<file path="src/hw/rtl/hdm_pkg.sv">
// package: constants, types and helpers for the homography distance measure
package hdm_pkg;
    localparam int PixBits      = 12;
    localparam int CoefFracBits = 24;
    localparam int CoefW        = 48;
    localparam int OutW         = 40;
    localparam int AccW         = 64;
    localparam int NumRegs      = 8;
    localparam int IdxW         = 3;

    localparam logic [AccW-1:0] WEps = AccW'((64'd1 << CoefFracBits) / 10000);
    localparam logic signed [OutW-1:0] Sentinel = 40'sd2560000000;
    localparam logic [OutW-1:0] Mask40 = {OutW{1'b1}};

    typedef enum logic [1:0] {
        ACT_PRESS   = 2'd0,
        ACT_RELEASE = 2'd1,
        ACT_MOVE    = 2'd2,
        ACT_NONE    = 2'd3
    } t_action;

    typedef enum logic [2:0] {
        REG_XX = 3'd0, REG_XY = 3'd1, REG_XT = 3'd2, REG_YX = 3'd3,
        REG_YY = 3'd4, REG_YT = 3'd5, REG_WX = 3'd6, REG_WY = 3'd7
    } t_reg_idx;

    typedef enum logic [3:0] {
        ST_IDLE, ST_MAC, ST_WCHK, ST_DIVX, ST_DIVY, ST_DIST,
        ST_SQ, ST_SQRT, ST_UPD, ST_OUT
    } t_state;

    // control between the top level and the serial divider
    typedef struct packed {
        logic start;
        logic neg;
    } t_div_ctl;

    function automatic logic signed [AccW-1:0] sat_add(
        input logic signed [AccW-1:0] a, input logic signed [AccW-1:0] b);
        logic signed [AccW-1:0] s;
        s = a + b;
        if (a[AccW-1] == b[AccW-1] && s[AccW-1] != a[AccW-1])
            return a[AccW-1] ? {1'b1, {(AccW-1){1'b0}}} : {1'b0, {(AccW-1){1'b1}}};
        return s;
    endfunction
endpackage

</file>
<file path="src/hw/rtl/homography_distance_measure.sv">
// top level: pointer event mapping through a homography with distance meter
// One event is in flight at a time. Its steps, in order: six serial products
// (one pixel bit a cycle, plus one add each), two bit-serial divider runs, which
// are skipped when the far test holds, two serial squares with their load steps,
// the 41-step square root, then the update and output steps. The next word is
// taken in the cycle after the result is loaded. A result waiting in the output
// register does not hold off the input; the following event waits at its last step
// until that register is free.
module homography_distance_measure (
    input  logic        i_clk,
    input  logic        i_rst_n,
    input  logic        s_axis_tvalid,
    output logic        s_axis_tready,
    input  logic [31:0] s_axis_tdata,   // action[1:0], pix_x[13:2], pix_y[25:14]
    input  logic        s_axis_tuser,   // curve_mode
    output logic        m_axis_tvalid,
    input  logic        m_axis_tready,
    output logic [159:0] m_axis_tdata,  // world_x, world_y, segment_dist, total_length
    output logic [1:0]  m_axis_tuser,   // far_point, measure_valid
    input  logic        i_cfg_valid,
    output logic        o_cfg_ready,
    input  logic [2:0]  i_cfg_index,
    input  logic [47:0] i_cfg_data
);
    import hdm_pkg::*;

    t_state r_state, n_state;
    logic signed [CoefW-1:0] r_coef [NumRegs];
    t_action r_act;
    logic [PixBits-1:0] r_px, r_py;
    logic r_curve;
    logic signed [AccW-1:0] r_nx, r_ny, r_nw;
    logic signed [OutW-1:0] r_anc_x, r_anc_y, r_wx, r_wy;
    logic [OutW-1:0] r_total, r_seg;
    logic r_held, r_far;
    logic [2:0] r_term;
    logic [$clog2(PixBits+1)-1:0] r_bit;
    logic [AccW-1:0] r_acc;
    logic [AccW-1:0] r_mc;
    logic [PixBits-1:0] r_mp;
    logic [81:0] r_s;
    logic [OutW:0] r_dym, r_sa, r_sm;
    logic [81:0] r_sqacc;
    logic r_sqsel;
    logic [5:0] r_cnt;
    logic [OutW-1:0] r_root;
    logic [83:0] r_rem;
    logic [81:0] r_srad;
    logic r_out_v;
    logic [159:0] r_out_d;
    logic [1:0] r_out_u;
    t_div_ctl w_dctl;
    logic w_ddone;
    logic signed [OutW-1:0] w_dquo;
    logic [AccW-1:0] w_wmag, w_dnum;
    logic signed [OutW:0] w_dx, w_dy;
    logic [83:0] w_trial;
    logic [OutW:0] w_tsum;
    logic [81:0] w_ssum;

    assign o_cfg_ready = 1'b1;
    assign s_axis_tready = (r_state == ST_IDLE);
    assign m_axis_tvalid = r_out_v;
    assign m_axis_tdata = r_out_d;
    assign m_axis_tuser = r_out_u;
    assign w_wmag = r_nw[AccW-1] ? AccW'(-r_nw) : AccW'(r_nw);
    assign w_dnum = (r_state == ST_WCHK) ?
        (r_nx[AccW-1] ? AccW'(-r_nx) : AccW'(r_nx)) :
        (r_ny[AccW-1] ? AccW'(-r_ny) : AccW'(r_ny));
    assign w_dx = {r_wx[OutW-1], r_wx} - {r_anc_x[OutW-1], r_anc_x};
    assign w_dy = {r_wy[OutW-1], r_wy} - {r_anc_y[OutW-1], r_anc_y};
    assign w_trial = {r_rem[81:0], r_srad[81:80]} - {42'd0, r_root, 2'b01};
    assign w_tsum = {1'b0, r_total} + {1'b0, r_seg};
    assign w_ssum = r_s + r_sqacc;

    hdm_div u_div (
        .i_clk(i_clk), .i_rst_n(i_rst_n), .i_ctl(w_dctl),
        .i_num(w_dnum), .i_den(w_wmag), .o_done(w_ddone), .o_quo(w_dquo)
    );

    always_ff @(posedge i_clk) begin
        if (!i_rst_n) r_state <= ST_IDLE;
        else          r_state <= n_state;
    end

    always_comb begin
        n_state = r_state;
        w_dctl  = '0;
        unique case (r_state)
            ST_IDLE: if (s_axis_tvalid && s_axis_tready) n_state = ST_MAC;
            ST_MAC:  if (r_term == 3'd5 && r_bit == '0) n_state = ST_WCHK;
            ST_WCHK: begin
                if (w_wmag <= WEps) n_state = ST_DIST;
                else begin
                    n_state = ST_DIVX;
                    w_dctl.start = 1'b1;
                    w_dctl.neg = r_nx[AccW-1] ^ r_nw[AccW-1];
                end
            end
            ST_DIVX: begin
                if (w_ddone) begin
                    n_state = ST_DIVY;
                    w_dctl.start = 1'b1;
                    w_dctl.neg = r_ny[AccW-1] ^ r_nw[AccW-1];
                end
            end
            ST_DIVY: if (w_ddone) n_state = ST_DIST;
            ST_DIST: n_state = ST_SQ;
            ST_SQ:   if (r_sqsel && r_cnt == '0) n_state = ST_SQRT;
            ST_SQRT: if (r_cnt == '0) n_state = ST_UPD;
            ST_UPD:  n_state = ST_OUT;
            ST_OUT:  if (!r_out_v) n_state = ST_IDLE;
            default: n_state = ST_IDLE;
        endcase
    end

    always_ff @(posedge i_clk) begin
        if (!i_rst_n) begin
            r_coef[REG_XX] <= CoefW'(64'd1 << CoefFracBits);
            r_coef[REG_XY] <= '0; r_coef[REG_XT] <= '0; r_coef[REG_YX] <= '0;
            r_coef[REG_YY] <= CoefW'(64'd1 << CoefFracBits);
            r_coef[REG_YT] <= '0; r_coef[REG_WX] <= '0; r_coef[REG_WY] <= '0;
            r_anc_x <= '0; r_anc_y <= '0; r_total <= '0; r_held <= 1'b0;
            r_out_v <= 1'b0;
        end else begin
            if (i_cfg_valid) r_coef[i_cfg_index] <= i_cfg_data;
            if (m_axis_tvalid && m_axis_tready) r_out_v <= 1'b0;
            unique case (r_state)
                ST_IDLE: if (s_axis_tvalid && s_axis_tready) begin
                    r_act   <= t_action'(s_axis_tdata[1:0]);
                    r_px    <= s_axis_tdata[13:2];
                    r_py    <= s_axis_tdata[25:14];
                    r_curve <= s_axis_tuser;
                    r_nx <= r_coef[REG_XT];
                    r_ny <= r_coef[REG_YT];
                    r_nw <= AccW'(64'd1 << CoefFracBits);
                    r_term <= '0;
                    r_bit <= ($clog2(PixBits+1))'(PixBits);
                    r_acc <= '0;
                    r_mc <= AccW'(r_coef[REG_XX]);
                    r_mp <= s_axis_tdata[13:2];
                end
                ST_MAC: begin
                    if (r_bit != '0) begin
                        r_acc <= {r_acc[AccW-2:0], 1'b0} + (r_mp[PixBits-1] ? r_mc : '0);
                        r_mp  <= {r_mp[PixBits-2:0], 1'b0};
                        r_bit <= r_bit - 1'b1;
                    end else begin
                        unique case (r_term)
                            3'd0, 3'd1: r_nx <= sat_add(r_nx, r_acc);
                            3'd2, 3'd3: r_ny <= sat_add(r_ny, r_acc);
                            default:    r_nw <= sat_add(r_nw, r_acc);
                        endcase
                        r_term <= r_term + 1'b1;
                        r_bit <= ($clog2(PixBits+1))'(PixBits);
                        r_acc <= '0;
                        unique case (r_term)
                            3'd0: begin r_mc <= AccW'(r_coef[REG_XY]); r_mp <= r_py; end
                            3'd1: begin r_mc <= AccW'(r_coef[REG_YX]); r_mp <= r_px; end
                            3'd2: begin r_mc <= AccW'(r_coef[REG_YY]); r_mp <= r_py; end
                            3'd3: begin r_mc <= AccW'(r_coef[REG_WX]); r_mp <= r_px; end
                            default: begin r_mc <= AccW'(r_coef[REG_WY]); r_mp <= r_py; end
                        endcase
                    end
                end
                ST_WCHK: begin
                    r_far <= (w_wmag <= WEps);
                    r_wx <= Sentinel; r_wy <= Sentinel;
                end
                ST_DIVX: if (w_ddone) r_wx <= w_dquo;
                ST_DIVY: if (w_ddone) r_wy <= w_dquo;
                ST_DIST: begin
                    r_dym <= w_dy[OutW] ? -w_dy : w_dy;
                    r_sa  <= w_dx[OutW] ? -w_dx : w_dx;
                    r_sm  <= w_dx[OutW] ? -w_dx : w_dx;
                    r_sqacc <= '0; r_sqsel <= 1'b0; r_cnt <= 6'd41;
                end
                ST_SQ: begin
                    if (r_cnt != '0) begin
                        r_sqacc <= {r_sqacc[80:0], 1'b0} + (r_sm[OutW] ? 82'(r_sa) : '0);
                        r_sm <= {r_sm[OutW-1:0], 1'b0};
                        r_cnt <= r_cnt - 1'b1;
                    end else if (!r_sqsel) begin
                        r_s <= r_sqacc;
                        r_sqacc <= '0; r_sqsel <= 1'b1; r_cnt <= 6'd41;
                        r_sa <= r_dym; r_sm <= r_dym;
                    end else begin
                        r_srad <= w_ssum;
                        r_rem <= '0; r_root <= '0; r_cnt <= 6'd41;
                    end
                end
                ST_SQRT: if (r_cnt != '0) begin
                    r_cnt <= r_cnt - 1'b1;
                    r_srad <= {r_srad[79:0], 2'b00};
                    if (!w_trial[83]) begin
                        r_rem <= w_trial; r_root <= {r_root[OutW-2:0], 1'b1};
                    end else begin
                        r_rem <= {r_rem[81:0], r_srad[81:80]};
                        r_root <= {r_root[OutW-2:0], 1'b0};
                    end
                end
                ST_UPD: begin
                    r_seg <= (w_ssum[81:80] != 2'b00) ? Mask40 : r_root;
                end
                ST_OUT: if (!r_out_v) begin
                    unique case (r_act)
                        ACT_PRESS: begin
                            r_anc_x <= r_wx; r_anc_y <= r_wy; r_held <= 1'b1;
                            if (r_curve) r_total <= '0;
                        end
                        ACT_RELEASE: begin
                            r_held <= 1'b0;
                            if (r_curve) r_total <= w_tsum[OutW] ? Mask40 : w_tsum[OutW-1:0];
                        end
                        ACT_MOVE: if (r_held && r_curve) begin
                            r_total <= w_tsum[OutW] ? Mask40 : w_tsum[OutW-1:0];
                            r_anc_x <= r_wx; r_anc_y <= r_wy;
                        end
                        default: ;
                    endcase
                end
                default: ;
            endcase
            if (r_state == ST_OUT && !r_out_v) begin
                logic mv;
                logic [OutW-1:0] nt;
                mv = (r_act == ACT_RELEASE) || (r_act == ACT_MOVE && r_held && r_curve);
                nt = r_total;
                if (r_act == ACT_PRESS && r_curve) nt = '0;
                else if (mv && r_curve) nt = w_tsum[OutW] ? Mask40 : w_tsum[OutW-1:0];
                r_out_v <= 1'b1;
                r_out_d <= {nt, mv ? r_seg : {OutW{1'b0}}, r_wy, r_wx};
                r_out_u <= {mv, r_far};
            end
        end
    end
endmodule

</file>
<file path="src/hw/rtl/hdm_div.sv">
// restoring bit-serial divider: q8 quotient of |num|/den, saturated, signed
module hdm_div (
    input  logic                         i_clk,
    input  logic                         i_rst_n,
    input  hdm_pkg::t_div_ctl            i_ctl,
    input  logic [hdm_pkg::AccW-1:0]     i_num,
    input  logic [hdm_pkg::AccW-1:0]     i_den,
    output logic                         o_done,
    output logic signed [hdm_pkg::OutW-1:0] o_quo
);
    import hdm_pkg::*;

    localparam int Steps = AccW + 8;
    localparam int CntW  = $clog2(Steps + 1);

    logic [AccW-1:0] r_den;
    logic [AccW:0]   r_rem, n_rem;
    logic [AccW-1:0] r_num;
    logic [AccW+7:0] r_q;
    logic [CntW-1:0] r_cnt;
    logic            r_busy, r_neg, r_done;
    logic [AccW:0]   w_sh;

    always_comb begin
        w_sh  = {r_rem[AccW-1:0], r_num[AccW-1]};
        n_rem = (w_sh >= {1'b0, r_den}) ? w_sh - {1'b0, r_den} : w_sh;
    end

    always_ff @(posedge i_clk) begin
        if (!i_rst_n) begin
            r_busy <= 1'b0;
            r_done <= 1'b0;
            r_cnt  <= '0;
        end else begin
            r_done <= 1'b0;
            if (i_ctl.start) begin
                r_busy <= 1'b1;
                r_cnt  <= CntW'(Steps);
                r_neg  <= i_ctl.neg;
                r_num  <= i_num;
                r_den  <= i_den;
                r_rem  <= '0;
                r_q    <= '0;
            end else if (r_busy) begin
                r_rem <= n_rem;
                r_num <= {r_num[AccW-2:0], 1'b0};
                r_q   <= {r_q[AccW+6:0], w_sh >= {1'b0, r_den}};
                r_cnt <= r_cnt - 1'b1;
                if (r_cnt == CntW'(1)) begin
                    r_busy <= 1'b0;
                    r_done <= 1'b1;
                end
            end
        end
    end

    always_comb begin
        o_done = r_done;
        if (r_q[AccW+7:39] != '0)
            o_quo = r_neg ? {1'b1, {(OutW-1){1'b0}}} : {1'b0, {(OutW-1){1'b1}}};
        else
            o_quo = r_neg ? -$signed({1'b0, r_q[38:0]}) : $signed({1'b0, r_q[38:0]});
    end
endmodule

</file>
<file path="config.mk">
export PLATFORM = sky130hd
export DESIGN_NAME = homography_distance_measure
export DESIGN_NICKNAME = d
export VERILOG_FILES = /design/src/hw/rtl/hdm_pkg.sv /design/src/hw/rtl/homography_distance_measure.sv /design/src/hw/rtl/hdm_div.sv
export SDC_FILE = /design/constraint.sdc
export NUM_CORES = 2
export LEC_CHECK = 0
export BUFFER_PORTS_ARGS = -buffer_cell sky130_fd_sc_hd__buf_2
export CORE_ASPECT_RATIO = 1.75
export CORE_MARGIN = 3
export CORE_UTILIZATION = 45
export CTS_CLUSTER_DIAMETER = 100
export DETAILED_ROUTE_END_ITERATION = 8
export PLACE_DENSITY = 0.59
export SKIP_LAST_GASP = 1
export SLEW_MARGIN = 30
export SYNTH_ARGS = -nofsm -noshare
export SYNTH_HDL_FRONTEND = slang
export SYNTH_SLANG_ARGS = --single-unit
</file>
<file path="constraint.sdc">
create_clock -name i_clk -period 26.2 [get_ports i_clk]
set_input_delay 7.86 -clock i_clk [delete_from_list [all_inputs] [get_ports i_clk]]
set_output_delay 7.86 -clock i_clk [all_outputs]
set_load 0.01 [all_outputs]
</file>
# Word level (Yosys, flattened, before mapping)
# Memories as Yosys holds them, arrays and structs flattened.
# Cells that the tools add are included.
[word_totals] mem_count=1 output_inout_bits=165 rom_bits=0 mem_bits_rw=384 regBits=1547 latchBits=0 wordCells=321 input_bits=89
[op_classes] n_reduce_logical=66 div=0 mux=137 n_mul=0 add_sub_neg=21 n_lt_le_gt_ge=2 shift=0 n_bitwise=7 eq_ne=41
[memory_table] memory="r_coef" depth=8 word_bits=48 rd=8 rd_clocked_by_memory_dff=0 wr=8 line="homography_distance_measure.sv:28" text="logic signed [CoefW-1:0] r_coef [NumRegs];"
[ops] cell="$mux 64" n=31
[ops] cell="$mux 82" n=9
[ops] cell="$pmux 64 s2" n=5
[ops] cell="$mux 40" n=15
[ops] cell="$pmux 82 s2" n=3
[ops] cell="$pmux 40 s2" n=5
[ops] cell="$add 64x64->64" n=4
[ops] cell="$pmux 64 s4" n=1
[ops] cell="$mux 41" n=5
[ops] cell="$neg 64->64" n=3
[ops] cell="$pmux 41 s2" n=2
[ops] cell="$pmux 40 s3" n=1
[ops] cell="$sub 84x42->84" n=1
[ops] cell="$add 82x41->82" n=1
[ops] cell="$add 82x82->82" n=1
[ops] cell="$neg 41->41" n=2
[ops] cell="$sub 40x40->41" n=2
[ops] cell="$mux 72" n=1
[ops] cell="$ge 65x64->1" n=1
[ops] cell="$le 64x11->1 const B" n=1
[ops] cell="$sub 64x64->64" n=1
[ops] cell="$mux 48" n=1
[ops] cell="$reduce_or 48->1" n=1
[ops] cell="$add 40x40->41" n=1
[ops] cell="other kinds (57)" n=176

# Longest topological paths before layout
[depth] depth_word=12 ltp_mapped=19

# Modules after synthesis
# A second synthesis with hierarchy kept.
[unflattened] hier_cells=11942 hier_area_um2=117883.1
[by_module_without_submodules] module="homography_distance_measure" seq_area_each_um2=48016.1 cells_per_inst=10441 instances=1 area_per_inst_um2=101846.4
[by_module_without_submodules] module="hdm_div" seq_area_each_um2=8137.8 cells_per_inst=1501 instances=1 area_per_inst_um2=16036.6

# Least setup slack after synthesis
# Ideal clock, no wire load.
[synth_timing] path_kind="input port to flip-flop" startpoint="in i_rst_n" endpoint="reg r_rem[0], enable pin" setup_time_ns=1.060 path_stages=3 setup_slack_ns=2.072 t_arrival_ns=23.068 n_path_buf=1 required_time_ns=25.140 cell_sequence="clkbuf_1 -> nand3b_1 -> nor3b_1"
[synth_via] elab_chain_cells=1
[synth_rtl] item="start, declared" line="homography_distance_measure.sv:11" text="input logic i_rst_n,"
[synth_rtl] item="$reduce_and 5->1 (no line)"
[synth_rtl] item="end signal, assigned" line="homography_distance_measure.sv:196" text="r_rem <= w_trial; r_root <= {r_root[OutW-2:0], 1'b1};"
[synth_rtl] item="end signal, assigned" line="homography_distance_measure.sv:198" text="r_rem <= {r_rem[81:0], r_srad[81:80]};"
[synth_rtl] item="end, declared" line="homography_distance_measure.sv:47" text="logic [83:0] r_rem;"
# Every way passes these cells.
# A chain may end at the register's enable or synchronous reset.

# Worst setup path in the final report
[layout_timing] startpoint="in i_rst_n" endpoint="reg r_rem[64], enable pin"
# The elaborated chain is that of the path after synthesis.

==> flow_summary.json <==
{
  "final_nets": 12436,
  "regArea_um2": 56200,
  "synth_seq_area_share_pct": 48.0,
  "reg2regPathDepth": 13,
  "place_ws_ns": 13.72,
  "holdWs_ns": 0.463,
  "ys_ff_latch": 1915,
  "ys_warn_count": 0,
  "ys_types": 101,
  "antenna_found_initial": 15,
  "grt_pass1_wl_um": 532000,
  "status": "complete, no violations",
  "multi_input_area_um2": 57600,
  "crit_path_frequent_cell": "buf_4",
  "setup_ws_ns": 14.82,
  "clock-root-buffer": "clkbuf_16",
  "min_to": "r_anc_x[36]$_SDFFE_PN0P_",
  "synthToLayoutAreaGrowth_pct": 9.56,
  "syn_inst": 11737,
  "p_sw_share_pct": 37.3,
  "fmax_mhz": 87.9,
  "syn_area_um2": 117000,
  "worst-path-buf-inv": 5,
  "worstPathArrival_ns": 11.85,
  "critPathKind": "input port to flop",
  "vias": 90053,
  "insertion_delay_ns": 0.88,
  "crit_path_end_kind": "flop",
  "synthFlopType": "edfxtp_1",
  "crit_family": "buffers and inverters",
  "clockPowerShare_pct": 25.5,
  "p_int_mw": 6.97,
  "first_global_vias": 91001,
  "drcViolationCount": 0,
  "synth.top_cell.area_share_pct": 45.7,
  "wl_per_cell_um": 23.1,
  "routabilityCongestion": 0.973,
  "postCtsSetupRepairBufs": 0,
  "dpl.hpwl_um": 268000,
  "clock_skew_ns": 0.0532,
  "num_rows": 247,
  "grt_use_total_pct": 25.7,
  "rsz0062_at_grt": "no",
  "die-area_um2": 267000,
  "cts_tree": "yes",
  "hold_depth": 2,
  "pwr-share-seq_pct": 38.1,
  "drive_gt1_share_pct": 7.29,
  "r2r-end": "u_div.r_num[6]$_DFFE_PP_",
  "io_buffers": 246,
  "slowest_stage": "nor3b_4",
  "grt_max_degree": 167,
  "clockBufferDepth": 4,
  "synth_top_area_cell": "edfxtp_1",
  "htreeDepth": 4,
  "tightest_slew_ns": 1.06,
  "post_cts_resized": 0,
  "vias_per_cell": 5.91,
  "syn_nets": 12451,
  "min_from": "r_anc_x[36]$_SDFFE_PN0P_",
  "drtPass1Iterations": 7,
  "hold_buffers": 0,
  "io_pins": 254,
  "initial_utilization_pct": 45.3,
  "ff2ff_setup_slack_ns": 19.63,
  "ant_nets": 0,
  "slew_headroom_pct": 28.9,
  "die_h_um": 681,
  "cts_sinks": 1915,
  "fin_crit_ns": 11.38,
  "clkTransAtPathRegs_ns": 0.06,
  "core_area_um2": 259000,
  "finalCritPeriodShare_pct": 43.4,
  "required_ns": 26.68,
  "crit-reg2reg-launch": "r_nw[8]$_SDFFCE_PN0P_",
  "synth-edff-count": 1780,
  "p_leak_nw": 48.5,
  "hold_violations": 0,
  "syn_avg_cell_area_um2": 9.97,
  "hold_class": "flop to flop",
  "overflow": 0,
  "setup_tns_ns": 0,
  "max_cap_viol_count": 0,
  "slowest_delay_ns": 0.81,
  "die_w_um": 392,
  "first_iter_violations": 5597,
  "startpoint_type": "input port",
  "peakVddDrop_uv": 89.2,
  "synthTopCellsByArea": "edfxtp_1 (46%), ha_1 (6.6%), a21oi_1 (4.0%)",
  "path_max_fanout": 71,
  "fillCellCount": 23671,
  "dp.cells": 14879,
  "final-max-slew-violation-count": 0,
  "final_cells": 15244,
  "path_cells": "buf_4 > nand3b_1 > nor3b_4 > buf_4 > buf_16 > buf_4 > buf_4",
  "async_flop_share_pct": 0,
  "finalSetupViolations": 0,
  "powerDensity_nw_per_um2": 86.6,
  "switchingPower_mw": 4.14,
  "cts_buffers": 196,
  "pwr-share-comb_pct": 36.4,
  "wl_um": 352000
}
[power groups by stage]
stage	sequential, mW	combinational [mW]	clock, mW
after global routing	4.26	4.44	3.01
after global placement	4.28	3.95	0
after detailed placement	4.30	4.01	0
final	4.23	4.04	2.83
after CTS	4.23	4.03	2.90
after floorplan	4.12	2.92	0
[state kept, by name, summed over array words and instances, names as in the netlist, 72 cells and up]
register,flops
r_coef,384
m_axis_tdata,160
r_rem,82
r_s,82
r_sqacc,82
r_srad,82
u_div.r_q,72
[how the worst max path moves through the flow]
stage                               to  slack (ns)  cells after the start     from
4_1_cts        r_rem[51]$_SDFFCE_PN0P_       14.66                      6  i_rst_n
3_3_place_gp   r_rem[42]$_SDFFCE_PN0P_       13.50                      6  i_rst_n
3_5_place_dp   r_rem[49]$_SDFFCE_PN0P_       13.72                      6  i_rst_n
5_1_grt        r_rem[64]$_SDFFCE_PN0P_       14.65                      7  i_rst_n
2_1_floorplan   r_rem[0]$_SDFFCE_PN0P_        2.07                      3  i_rst_n
6_report       r_rem[64]$_SDFFCE_PN0P_       14.82                      7  i_rst_n
[cell families (layout without fill, tap and decap cells)]
| logic type | count (synthesis) | in the layout | share of synthesized area (%) |
|---|---|---|---|
| XOR/XNOR | 824 | 824 | 6.16 |
| AND/OR/NAND/NOR | 3890 | 3890 | 16.4 |
| multiplexers | 87 | 87 | 0.747 |
| adder cells (fa/ha/maj) | 625 | 625 | 6.74 |
| AO/OA/AOI/OAI | 3383 | 3383 | 18.6 |
| other | 1 | 8 | 0.00320 |
| flip-flops | 1915 | 1915 | 48.0 |
| buffers and inverters | 1012 | 1151 | 3.32 |
[layout make-up]
cell class                 count  area share [%]
sequential                  1915            43.8
clock inverter               110           0.850
clock buffer                 242            4.05
antenna                        7          0.0137
timing repair buffer         385            1.92
multi-input combinational   8810            44.9
inverter                     414            1.21
tap                         3361            3.28
[synth_stat cells, drive strengths merged, types with 106 or more instances]
cell type and instances:
nand4 129, a221o 112, ha 615, edfxtp 1780, and3 124, o21ai 736
o21bai 117, inv 414, clkbuf 561, nor3 188, a21boi 120, a21oi 947
xor2 351, a22oi 106, o31ai 120, or3 113, nand2 1032, dfxtp 135
and2 624, a31oi 124, nor2 972, a21o 413, nand3 201, nor2b 129
xnor2 473
[worst register-to-register path, stage by stage (launching register included)]
cell	delay [ns]
edfxtp_1	0.46
or4_1	0.67
or4_1	0.71
nor4_1	0.82
a31oi_1	0.21
xor2_1	0.63
a311o_1	0.38
nor4b_1	0.10
and4b_1	0.28
and2_1	0.28
o21ai_4	0.35
o21a_4	0.19
buf_4	0.30
buf_4	0.72
[routing by layer]
layer  part of all wire [%]  track usage (%)
met2                     54             50.2
met5                      0                0
met4                    6.8             15.1
met1                     35             26.2
met3                    3.6             2.39
[stage by stage]
stage	utilization, %	power (mW)	instance area (um2)
floorplan	-	7.05	117000
global placement	47.0	8.24	122000
detailed placement	47.1	8.30	122000
CTS	49.5	11.2	128000
global route	49.6	11.7	128000
finish	49.6	11.1	128000
[placed cells by master, fill, tap and decap left out, drive strengths merged, types with 71 or more instances in the layout]
master	instances
a211oi	79
a21boi	120
a21o	413
a21oi	947
a221o	112
a22oi	106
a31oi	124
and2	624
and3	124
buf	385
clkbuf	242
dfxtp	135
edfxtp	1780
ha	615
inv	425
mux2i	84
nand2	1032
nand2b	100
nand3	201
nand4	129
nor2	972
nor2b	129
nor3	188
o21a	94
o21ai	736
o21bai	117
o31ai	120
or3	113
or4	71
xnor2	473
xor2	351
Power figures use the tool's default switching activity.
